==> src/rtl/hid_rdp_pkg.sv <==
// Package: payload types, record kinds, sequencer states and usage tables.
`timescale 1ns / 1ps
package hid_rdp_pkg;

   typedef struct packed {
      logic [7:0] desc_byte;
      logic       last_byte;
   } req_type;

   typedef struct packed {
      logic [3:0]         kind;
      logic [15:0]        bit_offset;
      logic [7:0]         bit_size;
      logic signed [31:0] logical_min;
      logic signed [31:0] logical_max;
      logic [4:0]         button_count;
      logic [7:0]         report_id;
      logic               layout_valid;
      logic               last_of_run;
   } rsp_type;

   localparam logic [3:0] KIND_HAT     = 4'd6;
   localparam logic [3:0] KIND_BUTTONS = 4'd7;
   localparam logic [3:0] KIND_RID     = 4'd8;
   localparam logic [3:0] KIND_END     = 4'd9;

   localparam logic [7:0]  PREFIX_LONG  = 8'hFE;
   localparam logic [31:0] PAGE_DESKTOP = 32'h01;
   localparam logic [31:0] PAGE_SIM     = 32'h02;
   localparam logic [31:0] PAGE_BUTTON  = 32'h09;

   localparam logic [1:0] TYPE_MAIN   = 2'd0;
   localparam logic [1:0] TYPE_GLOBAL = 2'd1;
   localparam logic [1:0] TYPE_LOCAL  = 2'd2;

   localparam logic [3:0] TAG_INPUT     = 4'h8;
   localparam logic [3:0] TAG_PAGE      = 4'h0;
   localparam logic [3:0] TAG_LMIN      = 4'h1;
   localparam logic [3:0] TAG_LMAX      = 4'h2;
   localparam logic [3:0] TAG_RSIZE     = 4'h7;
   localparam logic [3:0] TAG_RID       = 4'h8;
   localparam logic [3:0] TAG_RCOUNT    = 4'h9;
   localparam logic [3:0] TAG_USAGE     = 4'h0;
   localparam logic [3:0] TAG_USAGE_MIN = 4'h1;
   localparam logic [3:0] TAG_USAGE_MAX = 4'h2;

   typedef enum logic [1:0] {
      PH_PREFIX   = 2'd0,
      PH_DATA     = 2'd1,
      PH_LONGSIZE = 2'd2,
      PH_LONGSKIP = 2'd3
   } phase_type;

   typedef enum logic [10:0] {
      ST_IDLE  = 11'b00000000001,
      ST_BYTE  = 11'b00000000010,
      ST_RID   = 11'b00000000100,
      ST_DISP  = 11'b00000001000,
      ST_LREAD = 11'b00000010000,
      ST_LCHK  = 11'b00000100000,
      ST_RSCAN = 11'b00001000000,
      ST_RTAKE = 11'b00010000000,
      ST_CLR   = 11'b00100000000,
      ST_FIN   = 11'b01000000000,
      ST_FLUSH = 11'b10000000000
   } state_type;

   // Map a usage to a layout kind: bit 3 is the hit flag.
   function automatic logic [3:0] kind_lookup(input logic [31:0] page,
                                              input logic [31:0] usage);
      logic [3:0] r;
      r = 4'd0;
      if (page == PAGE_DESKTOP) begin
         case (usage)
            32'h30: r = 4'b1000;
            32'h31: r = 4'b1001;
            32'h32: r = 4'b1010;
            32'h35: r = 4'b1011;
            32'h33: r = 4'b1100;
            32'h34: r = 4'b1101;
            32'h39: r = 4'b1110;
            default: r = 4'd0;
         endcase
      end else if (page == PAGE_SIM) begin
         case (usage)
            32'hC5: r = 4'b1100;
            32'hC4: r = 4'b1101;
            default: r = 4'd0;
         endcase
      end
      return r;
   endfunction

   // Usage at table slot for range scans; the kind equals the slot number on the desktop page.
   function automatic logic [34:0] range_entry(input logic sim, input logic [2:0] slot);
      logic [34:0] r;
      r = '0;
      if (sim) begin
         r = (slot == 3'd0) ? {3'd4, 32'hC5} : {3'd5, 32'hC4};
      end else begin
         case (slot)
            3'd0: r = {3'd0, 32'h30};
            3'd1: r = {3'd1, 32'h31};
            3'd2: r = {3'd2, 32'h32};
            3'd3: r = {3'd3, 32'h35};
            3'd4: r = {3'd4, 32'h33};
            3'd5: r = {3'd5, 32'h34};
            default: r = {3'd6, 32'h39};
         endcase
      end
      return r;
   endfunction

endpackage

==> src/rtl/hid_report_descriptor_parser.sv <==
// HID report descriptor parser: item assembly, global/local state and layout records.
//
// Descriptor bytes enter one beat at a time; the parser is not ready while a byte is being
// worked. An ordinary byte passes through accept, parse, end check and record flush states,
// and a byte that completes a main item also passes a clear state for the local usages. A
// non-constant Input item with nonzero size and count adds a sequencer walk: a report id
// state and a dispatch state, then for a usage list a read and a check state per listed
// usage walked plus a closing read, or for a usage range one full table scan (seven slots,
// two on the simulation page) per found entry plus a take state each, and a final scan that
// finds nothing. A shared 16-bit multiply-add forms each axis field offset. Records leave
// through a staging register and an output register, so a stalled consumer stalls the walk.
`timescale 1ns / 1ps
module hid_report_descriptor_parser #(
   parameter int MAX_USAGES  = 16,
   parameter int MAX_BUTTONS = 16
) (
   input  logic                 clock,
   input  logic                 reset,
   input  logic                 req_valid,
   output logic                 req_ready,
   input  hid_rdp_pkg::req_type req_data,
   output logic                 rsp_valid,
   input  logic                 rsp_ready,
   output hid_rdp_pkg::rsp_type rsp_data
);

   localparam int FW   = $clog2(MAX_USAGES + 1);
   localparam int IDXW = (MAX_USAGES > 1) ? $clog2(MAX_USAGES) : 1;

   hid_rdp_pkg::state_type state_ff, state_in;
   hid_rdp_pkg::phase_type phase_ff, phase_in;
   logic [7:0]  byte_ff, byte_in;
   logic        last_ff, last_in;
   logic [7:0]  prefix_ff, prefix_in;
   logic [31:0] data_ff, data_in;
   logic [8:0]  left_ff, left_in;
   logic        stopped_ff, stopped_in;
   logic [31:0] page_ff, page_in;
   logic [31:0] fsize_ff, fsize_in;
   logic [31:0] fcount_ff, fcount_in;
   logic [31:0] min_ff, min_in;
   logic [31:0] max_ff, max_in;
   logic [7:0]  cur_id_ff, cur_id_in;
   logic [31:0] cursor_ff, cursor_in;
   logic [31:0] start_ff, start_in;
   logic        locked_ff, locked_in;
   logic [7:0]  lock_id_ff, lock_id_in;
   logic [FW-1:0] fill_ff, fill_in;
   logic [31:0] base_ff, base_in;
   logic        range_ff, range_in;
   logic [7:0]  taken_ff, taken_in;
   logic [FW-1:0] f_ff, f_in;
   logic [2:0]  t_ff, t_in;
   logic        best_v_ff, best_v_in;
   logic [31:0] best_f_ff, best_f_in;
   logic [2:0]  best_k_ff, best_k_in;
   logic [31:0] rd_ff;
   hid_rdp_pkg::rsp_type pend_ff, pend_in, out_ff, out_in;
   logic        pend_v_ff, pend_v_in, out_v_ff, out_v_in;

   logic [31:0] usage_mem [MAX_USAGES];
   logic        mem_we;

   // Working signals.
   logic        out_free, slot_ok, prod;
   hid_rdp_pkg::rsp_type prod_rec;
   logic        run_go;
   logic [7:0]  run_prefix;
   logic [31:0] run_data;
   logic [2:0]  run_len, cur_len;
   logic [1:0]  pos;
   logic [31:0] cursor_step;
   logic [15:0] mul_f, offset16;
   logic [3:0]  lk;
   logic [34:0] rentry;
   logic [31:0] rf;
   logic        rcand, rbetter;
   logic [4:0]  btn_cnt;

   assign req_ready = (state_ff == hid_rdp_pkg::ST_IDLE);
   assign rsp_valid = out_v_ff;
   assign rsp_data  = out_ff;
   assign out_free  = !out_v_ff || rsp_ready;
   assign slot_ok   = !pend_v_ff || out_free;

   assign cursor_step = 32'(fsize_ff * fcount_ff);
   assign mul_f       = (state_ff == hid_rdp_pkg::ST_LCHK) ? 16'(f_ff) : best_f_ff[15:0];
   assign offset16    = 16'(start_ff[15:0] + 16'(mul_f * fsize_ff[15:0]));
   assign lk          = hid_rdp_pkg::kind_lookup(page_ff, rd_ff);
   assign rentry      = hid_rdp_pkg::range_entry(page_ff != hid_rdp_pkg::PAGE_DESKTOP, t_ff);
   assign rf          = rentry[31:0] - base_ff;
   assign rcand       = (rf < fcount_ff) && !taken_ff[rentry[34:32]];
   assign rbetter     = rcand && (!best_v_ff || rf < best_f_ff);
   assign btn_cnt     = (fcount_ff > 32'(MAX_BUTTONS)) ? 5'(MAX_BUTTONS) : fcount_ff[4:0];
   assign cur_len     = (prefix_ff[1:0] == 2'd3) ? 3'd4 : {1'b0, prefix_ff[1:0]};

   // Sequencer and parse state.
   always_comb begin
      state_in = state_ff;     phase_in = phase_ff;   byte_in = byte_ff;
      last_in = last_ff;       prefix_in = prefix_ff; data_in = data_ff;
      left_in = left_ff;       stopped_in = stopped_ff; page_in = page_ff;
      fsize_in = fsize_ff;     fcount_in = fcount_ff; min_in = min_ff;
      max_in = max_ff;         cur_id_in = cur_id_ff; cursor_in = cursor_ff;
      start_in = start_ff;     locked_in = locked_ff; lock_id_in = lock_id_ff;
      fill_in = fill_ff;       base_in = base_ff;     range_in = range_ff;
      taken_in = taken_ff;     f_in = f_ff;           t_in = t_ff;
      best_v_in = best_v_ff;   best_f_in = best_f_ff; best_k_in = best_k_ff;
      prod = 1'b0;             prod_rec = '0;         mem_we = 1'b0;
      run_go = 1'b0;           run_prefix = prefix_ff; run_data = data_ff;
      run_len = cur_len;       pos = 2'd0;
      out_in = out_ff;         out_v_in = out_v_ff && !rsp_ready;
      pend_in = pend_ff;       pend_v_in = pend_v_ff;

      unique case (state_ff)
         hid_rdp_pkg::ST_IDLE: begin
            if (req_valid) begin
               byte_in  = req_data.desc_byte;
               last_in  = req_data.last_byte;
               state_in = hid_rdp_pkg::ST_BYTE;
            end
         end
         hid_rdp_pkg::ST_BYTE: begin
            state_in = hid_rdp_pkg::ST_FIN;
            if (!stopped_ff) begin
               case (phase_ff)
                  hid_rdp_pkg::PH_PREFIX: begin
                     prefix_in = byte_ff;
                     data_in   = '0;
                     run_prefix = byte_ff;
                     run_data  = '0;
                     run_len   = (byte_ff[1:0] == 2'd3) ? 3'd4 : {1'b0, byte_ff[1:0]};
                     if (byte_ff == hid_rdp_pkg::PREFIX_LONG) begin
                        if (last_ff) stopped_in = 1'b1;
                        else phase_in = hid_rdp_pkg::PH_LONGSIZE;
                     end else if (run_len == 3'd0) begin
                        run_go = 1'b1;
                     end else if (last_ff) begin
                        stopped_in = 1'b1;
                     end else begin
                        left_in  = {6'd0, run_len};
                        phase_in = hid_rdp_pkg::PH_DATA;
                     end
                  end
                  hid_rdp_pkg::PH_DATA: begin
                     pos      = 2'(cur_len - left_ff[2:0]);
                     data_in  = data_ff | ({24'd0, byte_ff} << {pos, 3'd0});
                     run_data = data_in;
                     left_in  = left_ff - 9'd1;
                     if (left_in == 9'd0) begin
                        phase_in = hid_rdp_pkg::PH_PREFIX;
                        run_go   = 1'b1;
                     end else if (last_ff) begin
                        stopped_in = 1'b1;
                     end
                  end
                  hid_rdp_pkg::PH_LONGSIZE: begin
                     left_in  = {1'b0, byte_ff} + 9'd1;
                     phase_in = hid_rdp_pkg::PH_LONGSKIP;
                  end
                  default: begin
                     left_in = left_ff - 9'd1;
                     if (left_in == 9'd0) phase_in = hid_rdp_pkg::PH_PREFIX;
                  end
               endcase
            end
            // Execute a completed short item.
            if (run_go) begin
               case (run_prefix[3:2])
                  hid_rdp_pkg::TYPE_MAIN: begin
                     state_in = hid_rdp_pkg::ST_CLR;
                     if (run_prefix[7:4] == hid_rdp_pkg::TAG_INPUT) begin
                        start_in  = cursor_ff;
                        cursor_in = cursor_ff + cursor_step;
                        if (!run_data[0] && fsize_ff != '0 && fcount_ff != '0)
                           state_in = hid_rdp_pkg::ST_RID;
                     end
                  end
                  hid_rdp_pkg::TYPE_GLOBAL: begin
                     case (run_prefix[7:4])
                        hid_rdp_pkg::TAG_PAGE:   page_in = run_data;
                        hid_rdp_pkg::TAG_LMIN, hid_rdp_pkg::TAG_LMAX: begin
                           logic [31:0] sx;
                           if (run_len == 3'd1) sx = {{24{run_data[7]}}, run_data[7:0]};
                           else if (run_len == 3'd2) sx = {{16{run_data[15]}}, run_data[15:0]};
                           else sx = run_data;
                           if (run_prefix[7:4] == hid_rdp_pkg::TAG_LMIN) min_in = sx;
                           else max_in = sx;
                        end
                        hid_rdp_pkg::TAG_RSIZE:  fsize_in = run_data;
                        hid_rdp_pkg::TAG_RID: begin
                           cur_id_in = run_data[7:0];
                           cursor_in = '0;
                        end
                        hid_rdp_pkg::TAG_RCOUNT: fcount_in = run_data;
                        default: ;
                     endcase
                  end
                  hid_rdp_pkg::TYPE_LOCAL: begin
                     if (run_prefix[7:4] == hid_rdp_pkg::TAG_USAGE) begin
                        if (32'(fill_ff) < 32'(MAX_USAGES)) begin
                           mem_we  = 1'b1;
                           fill_in = fill_ff + FW'(1);
                        end
                     end else if (run_prefix[7:4] == hid_rdp_pkg::TAG_USAGE_MIN) begin
                        base_in  = run_data;
                        range_in = 1'b1;
                     end else if (run_prefix[7:4] == hid_rdp_pkg::TAG_USAGE_MAX) begin
                        range_in = 1'b1;
                     end
                  end
                  default: ;
               endcase
            end
         end
         hid_rdp_pkg::ST_RID: begin
            if (locked_ff) begin
               state_in = hid_rdp_pkg::ST_DISP;
            end else if (slot_ok) begin
               prod = 1'b1;
               prod_rec.kind = hid_rdp_pkg::KIND_RID;
               prod_rec.report_id = cur_id_ff;
               locked_in  = 1'b1;
               lock_id_in = cur_id_ff;
               state_in   = hid_rdp_pkg::ST_DISP;
            end
         end
         hid_rdp_pkg::ST_DISP: begin
            state_in = hid_rdp_pkg::ST_CLR;
            if (cur_id_ff == lock_id_ff) begin
               if (page_ff == hid_rdp_pkg::PAGE_BUTTON) begin
                  if (!taken_ff[7]) begin
                     if (slot_ok) begin
                        prod = 1'b1;
                        prod_rec.kind = hid_rdp_pkg::KIND_BUTTONS;
                        prod_rec.bit_offset = start_ff[15:0];
                        prod_rec.bit_size = 8'd1;
                        prod_rec.button_count = btn_cnt;
                        taken_in[7] = 1'b1;
                     end else begin
                        state_in = hid_rdp_pkg::ST_DISP;
                     end
                  end
               end else if (page_ff == hid_rdp_pkg::PAGE_DESKTOP ||
                            page_ff == hid_rdp_pkg::PAGE_SIM) begin
                  f_in = '0;
                  t_in = '0;
                  best_v_in = 1'b0;
                  state_in = range_ff ? hid_rdp_pkg::ST_RSCAN : hid_rdp_pkg::ST_LREAD;
               end
            end
         end
         hid_rdp_pkg::ST_LREAD: begin
            if (32'(f_ff) < fcount_ff && f_ff < fill_ff) state_in = hid_rdp_pkg::ST_LCHK;
            else state_in = hid_rdp_pkg::ST_CLR;
         end
         hid_rdp_pkg::ST_LCHK: begin
            if (lk[3] && !taken_ff[lk[2:0]]) begin
               if (slot_ok) begin
                  prod = 1'b1;
                  prod_rec.kind = {1'b0, lk[2:0]};
                  prod_rec.bit_offset = offset16;
                  prod_rec.bit_size = fsize_ff[7:0];
                  prod_rec.logical_min = min_ff;
                  prod_rec.logical_max = max_ff;
                  taken_in[lk[2:0]] = 1'b1;
                  f_in = f_ff + FW'(1);
                  state_in = hid_rdp_pkg::ST_LREAD;
               end
            end else begin
               f_in = f_ff + FW'(1);
               state_in = hid_rdp_pkg::ST_LREAD;
            end
         end
         hid_rdp_pkg::ST_RSCAN: begin
            if (rbetter) begin
               best_v_in = 1'b1;
               best_f_in = rf;
               best_k_in = rentry[34:32];
            end
            if ((page_ff == hid_rdp_pkg::PAGE_DESKTOP && t_ff == 3'd6) ||
                (page_ff != hid_rdp_pkg::PAGE_DESKTOP && t_ff == 3'd1)) begin
               t_in = '0;
               state_in = best_v_in ? hid_rdp_pkg::ST_RTAKE : hid_rdp_pkg::ST_CLR;
            end else begin
               t_in = t_ff + 3'd1;
            end
         end
         hid_rdp_pkg::ST_RTAKE: begin
            if (slot_ok) begin
               prod = 1'b1;
               prod_rec.kind = {1'b0, best_k_ff};
               prod_rec.bit_offset = offset16;
               prod_rec.bit_size = fsize_ff[7:0];
               prod_rec.logical_min = min_ff;
               prod_rec.logical_max = max_ff;
               taken_in[best_k_ff] = 1'b1;
               best_v_in = 1'b0;
               state_in = hid_rdp_pkg::ST_RSCAN;
            end
         end
         hid_rdp_pkg::ST_CLR: begin
            fill_in  = '0;
            range_in = 1'b0;
            base_in  = '0;
            state_in = hid_rdp_pkg::ST_FIN;
         end
         hid_rdp_pkg::ST_FIN: begin
            if (!last_ff) begin
               state_in = hid_rdp_pkg::ST_FLUSH;
            end else if (slot_ok) begin
               prod = 1'b1;
               prod_rec.kind = hid_rdp_pkg::KIND_END;
               prod_rec.layout_valid = taken_ff[0] | taken_ff[1] | taken_ff[6] | taken_ff[7];
               // Return the parse state to its reset value.
               phase_in = hid_rdp_pkg::PH_PREFIX; prefix_in = '0; data_in = '0;
               left_in = '0;  stopped_in = 1'b0; page_in = '0;  fsize_in = '0;
               fcount_in = '0; min_in = '0;  max_in = '0;  cur_id_in = '0;
               cursor_in = '0; locked_in = 1'b0; lock_id_in = '0; fill_in = '0;
               base_in = '0;  range_in = 1'b0; taken_in = '0;
               state_in = hid_rdp_pkg::ST_FLUSH;
            end
         end
         hid_rdp_pkg::ST_FLUSH: begin
            if (!pend_v_ff) begin
               state_in = hid_rdp_pkg::ST_IDLE;
            end else if (out_free) begin
               out_in = pend_ff;
               out_in.last_of_run = 1'b1;
               out_v_in  = 1'b1;
               pend_v_in = 1'b0;
               state_in  = hid_rdp_pkg::ST_IDLE;
            end
         end
         default: state_in = hid_rdp_pkg::ST_IDLE;
      endcase

      // Stage a new record; push the older one to the output register.
      if (prod) begin
         if (pend_v_ff) begin
            out_in   = pend_ff;
            out_v_in = 1'b1;
         end
         pend_in   = prod_rec;
         pend_v_in = 1'b1;
      end
   end

   // Usage list storage and registered read.
   always_ff @(posedge clock) begin
      if (mem_we) usage_mem[fill_ff[IDXW-1:0]] <= run_data;
      if (state_ff == hid_rdp_pkg::ST_LREAD) rd_ff <= usage_mem[f_ff[IDXW-1:0]];
   end

   // Control registers.
   always_ff @(posedge clock) begin
      if (reset) begin
         state_ff <= hid_rdp_pkg::ST_IDLE;  phase_ff <= hid_rdp_pkg::PH_PREFIX;
         left_ff <= '0;      stopped_ff <= 1'b0;  page_ff <= '0;
         fsize_ff <= '0;     fcount_ff <= '0;     min_ff <= '0;
         max_ff <= '0;       cur_id_ff <= '0;     cursor_ff <= '0;
         locked_ff <= 1'b0;  lock_id_ff <= '0;    fill_ff <= '0;
         base_ff <= '0;      range_ff <= 1'b0;    taken_ff <= '0;
         prefix_ff <= '0;    data_ff <= '0;       best_v_ff <= 1'b0;
         pend_v_ff <= 1'b0;  out_v_ff <= 1'b0;
      end else begin
         state_ff <= state_in;    phase_ff <= phase_in;
         left_ff <= left_in;      stopped_ff <= stopped_in; page_ff <= page_in;
         fsize_ff <= fsize_in;    fcount_ff <= fcount_in;   min_ff <= min_in;
         max_ff <= max_in;        cur_id_ff <= cur_id_in;   cursor_ff <= cursor_in;
         locked_ff <= locked_in;  lock_id_ff <= lock_id_in; fill_ff <= fill_in;
         base_ff <= base_in;      range_ff <= range_in;     taken_ff <= taken_in;
         prefix_ff <= prefix_in;  data_ff <= data_in;       best_v_ff <= best_v_in;
         pend_v_ff <= pend_v_in;  out_v_ff <= out_v_in;
      end
   end

   // Payload registers.
   always_ff @(posedge clock) begin
      byte_ff <= byte_in;    last_ff <= last_in;   start_ff <= start_in;
      f_ff <= f_in;          t_ff <= t_in;         best_f_ff <= best_f_in;
      best_k_ff <= best_k_in; pend_ff <= pend_in;  out_ff <= out_in;
   end

   // The staging register is empty whenever the parser waits for a byte.
   a_idle_empty: assert property (@(posedge clock) disable iff (reset)
      (state_ff == hid_rdp_pkg::ST_IDLE) |-> !pend_v_ff)
      else $error("staged record left behind at idle");

   // An accepted beat is parsed in the next cycle.
   a_accept_parse: assert property (@(posedge clock) disable iff (reset)
      (req_valid && req_ready) |=> (state_ff == hid_rdp_pkg::ST_BYTE))
      else $error("accepted beat not parsed");

   // The usage list never overfills.
   a_fill_bound: assert property (@(posedge clock) disable iff (reset)
      32'(fill_ff) <= 32'(MAX_USAGES))
      else $error("usage list overfilled");

   // A stalled output beat holds its payload.
   a_out_hold: assert property (@(posedge clock) disable iff (reset)
      (rsp_valid && !rsp_ready) |=> (rsp_valid && $stable(rsp_data)))
      else $error("output beat changed while stalled");

endmodule

==> config.mk <==
export PLATFORM = sky130hd
export DESIGN_NAME = hid_report_descriptor_parser
export DESIGN_NICKNAME = d
export VERILOG_FILES = /design/src/rtl/hid_rdp_pkg.sv /design/src/rtl/hid_report_descriptor_parser.sv
export SDC_FILE = /design/constraint.sdc
export NUM_CORES = 2
export LEC_CHECK = 0
export BUFFER_PORTS_ARGS = -buffer_cell sky130_fd_sc_hd__clkbuf_2
export CORE_UTILIZATION = 35
export CTS_CLUSTER_SIZE = 8
export DETAILED_ROUTE_END_ITERATION = 16
export PLACE_DENSITY_LB_ADDON = 0.25
export REMOVE_ABC_BUFFERS = 1
export SYNTH_ARGS = -nofsm -noshare
export SYNTH_HDL_FRONTEND = slang
export SYNTH_SLANG_ARGS = --single-unit
==> constraint.sdc <==
create_clock -name clock -period 10.1 [get_ports clock]
set_input_delay 0 -clock clock [delete_from_list [all_inputs] [get_ports clock]]
set_output_delay 0 -clock clock [all_outputs]
set_load 0.005 [all_outputs]
==> flow_summary.toml <==
[placement]
gp_routability_congestion = 0.882
dp_slack_ns = 1.68
port_buffers = 121
hpwl_mm = 94.4

[clocking]
h-tree-depth = 4
numCtsBuffers = 161
clock-root-buffer = "clkbuf_16"
clock_path_buffers = 3
clk_pin_slew_worst_paths_ns = 0.05
clk-insertion-delay-late_ns = 0.81
total_clock_sinks = 1130
cts_tree = "done"

[synthesis]
netlist_top_cells_count = "825 x edfxtp_1, 638 x nand2_1, 414 x inv_1"
synth_largest_area_cell = "edfxtp_1"
synth_xor_area_share_pct = 2.25
yosysWarningCount = 0
async_flop_share_pct = 0
synth_enable_flop_cells = 825
synth_sequential_area_ratio_pct = 55.5
synth_compound_gate_area_share_pct = 6.24
synth_fa_ha_area_share_pct = 11.4
syn_std_cell_area_um2 = 55700
ys_top_cells_by_area = "edfxtp_1 45%, dfxtp_1 11%, fa_1 6.8%, mux4_2 6.5%, ha_1 4.6%"
synth.avg_cell_area_um2 = 12.0
synth.mux.area_fraction_pct = 7.19
number_of_distinct_library_cell_variants_in_the_gate_level_netlist_after_synthesis = 88
post_synth_simple_gate_area_pct = 12.9
post_synth_inst_count = 4646
combinational_family_with_the_most_area_after_synthesis = "simple AND/OR/NAND/NOR gates"
yosys.area.top_type_share_pct = 44.5
synth.ff_latch_count = 1130
synthMostInstantiatedCell = "edfxtp_1"
synth_flop_cell = "edfxtp_1"

[floorplanning]
core-area_um2 = 157000
initial_utilization_pct = 35.4
dieArea_um2 = 161000
die_w_um = 401
fp.dieH_um = 401
floorplan.io_pins = 122
placementRows = 145

[sta]
worst-slew-pin-transition_ns = 1.21
final-hold-violation-count = 0
finalWorstSetupSlack_ns = 1.64
layout_min_cycle_time_ns = 8.46
clock_skew_ns = 0.0713
slew-limit-headroom_pct = 19.2
setup-violations-final = 0
unrepaired_setup_endpoints_after_global_routing = "false"
count_of_final_max_slew_check_failures = 0
part_of_the_cycle_the_worst_path_needs_pct = 83.8
fmaxAchievable_mhz = 118

[cells_and_area]
post-route-util_pct = 40.5
post_route_cells_drive_above_1_share_pct = 12.6
area.growth.synth_to_final_pct = 14.4
num-nets-final = 5187

[critical_path]
kind_of_launch_point_of_the_worst_setup_path = "flop"
worst_ep_required_time_ns = 10.53
r2r-end = "best_f_ff[27]"
worstSetupEndpointType = "flop"
r2r-start = "page_ff[19]"
r2r_cells = 31
critical-path-max-stage-delay_ns = 0.75
critPathMostFrequentCell = "nand2_1"
cp-startpoint = "page_ff[19]"
r2r_setup_slack_ns = 1.64
critical_path_class = "flop to flop"
cp_max_delay_cell = "a221oi_4"
timing.critical_path.fanout_max = 21
arrival_ns = 8.89

[route]
postRouteWirelength_mm = 146
drc_errors = 0
dr_total_vias = 35561
wl_per_cell_um = 21.1
via_per_inst = 5.14
ant_nets = 0
drt_iter0_drc = 2686
dr.pass1.iters = 6

[hold_path]
min-delay-path-class = "primary input to flop"
worst_hold_startpoint = "reset"
holdPathStages = 3
holdPathEnd = "cursor_ff[6]"

[power_and_ir_drop]
swShare_pct = 22.1
power.net_switching_uw = 2270
pwr-share-clk_pct = 48.9
intPower_uw = 7980
sequentialPowerShare_pct = 48.5
power_density_nw_per_um2 = 161
vdd_drop_max_uv = 155
p_comb_share_pct = 2.6
leakage_uw = 0.0233

[global_route]
wire_length_of_the_first_global_routing_pass_mm = 222
grt_start_max_net_pins = 213
grt_pass1_vias = 35494
antenna_found_initial = 0
gr-total-overflow = 0
global_route.usage.total_pct = 18.1

[outcome]
run_status = "completed"

[run]
max_cap_viol_count = 0
## layout by cell type, fill, tap and decap left out, drive strengths merged, types with 121 or more instances in the layout
master,Yosys,layout
a21oi,298,298
and2,240,240
clkbuf,216,348
dfxtp,305,305
edfxtp,825,825
fa,188,188
ha,205,205
inv,414,416
mux4,160,160
nand2,638,638
nand3,124,124
nor2,261,261
o21ai,121,121
## per-stage QoR
step / TNS [ns] / std cells / hold slack [ns] / power [µW] / instance area (µm²)
3_5_place_dp: 0 / 6654 / 0.179 / 5310 / 58700
3_3_place_gp: 0 / 6654 / 0.177 / 5310 / 58700
2_1_floorplan: -0.131 / 4391 / 0.0691 / 5180 / 54700
6_report: 0 / 6922 / 0.220 / 10200 / 63700
4_1_cts: 0 / 6921 / 0.199 / 10400 / 63700
5_1_grt: 0 / 6921 / 0.255 / 10600 / 63700
## layout make-up
| cell class | instances | area (µm²) |
|---|---|---|
| timing repair buffer | 227 | 1480 |
| clock buffer | 227 | 4300 |
| multi-input combinational | 2846 | 22400 |
| antenna | 1 | 2.50 |
| tap | 2058 | 2570 |
| clock inverter | 18 | 434 |
| sequential | 1130 | 30900 |
| inverter | 415 | 1560 |
| fill | 14852 | 93500 |
## logic make-up after synthesis
kind of cell / Yosys count
compound gates: 595
xor+xnor: 143
fa+ha+maj: 393
buf+inv: 670
flops: 1130
mux: 199
simple gates: 1516
## state kept, by name, indices dropped and copies added (netlist names), 8 cells and up, named ones only
name        count
usage_mem     512
pend_ff       106
base_ff        32
best_f_ff      32
data_ff        32
fcount_ff      32
fsize_ff       32
max_ff         32
min_ff         32
page_ff        32
rd_ff          32
cursor_ff      16
start_ff       16
state_ff       11
left_ff         9
byte_ff         8
cur_id_ff       8
lock_id_ff      8
prefix_ff       8
taken_ff        8
## worst max path at each step
stage	cells after the start	slack [ns]	endpoint
3_3_place_gp	31	1.86	best_f_ff[12]
2_1_floorplan	21	-0.13	pend_ff[102]
6_report	31	1.64	best_f_ff[27]
5_1_grt	31	0.83	best_f_ff[27]
3_5_place_dp	31	1.68	best_f_ff[13]
4_1_cts	31	1.62	best_f_ff[28]
## timing repair
action | CTS | global route
endpoints found under the hold margin | 67 | 0
resized for setup | 0 | 0
hold buffers | 22 | 0
setup buffers | 0 | 0
## worst max-delay path, delay by kind of cell (launching register included)
kind                       cells  cell delay, ns
and+or+nand+nor               13            3.11
xor gates and xnor gates       1            0.26
buffers and inverters          3            0.77
adders and majority gates      3            0.90
AOI/OAI and AO/OA             11            2.74
DFF                            1            0.31
## power groups by stage
stage,clock (µW),sequential [µW],combinational [µW]
after floorplan,0,5060,125
after global placement,0,5060,254
after detailed placement,0,5060,255
after CTS,5120,4970,263
after global routing,5310,4960,283
final,5020,4970,265
## routing by layer
layer	part of all wire, %	vias to the layer above	global-route usage [%]
met5	0	-	0
met4	2.5	0	5.51
met3	5.3	219	2.66
met2	47	1022	29.4
met1	45	17844	25.0
li1	-	16476	-
Power figures use the tool's default switching activity.
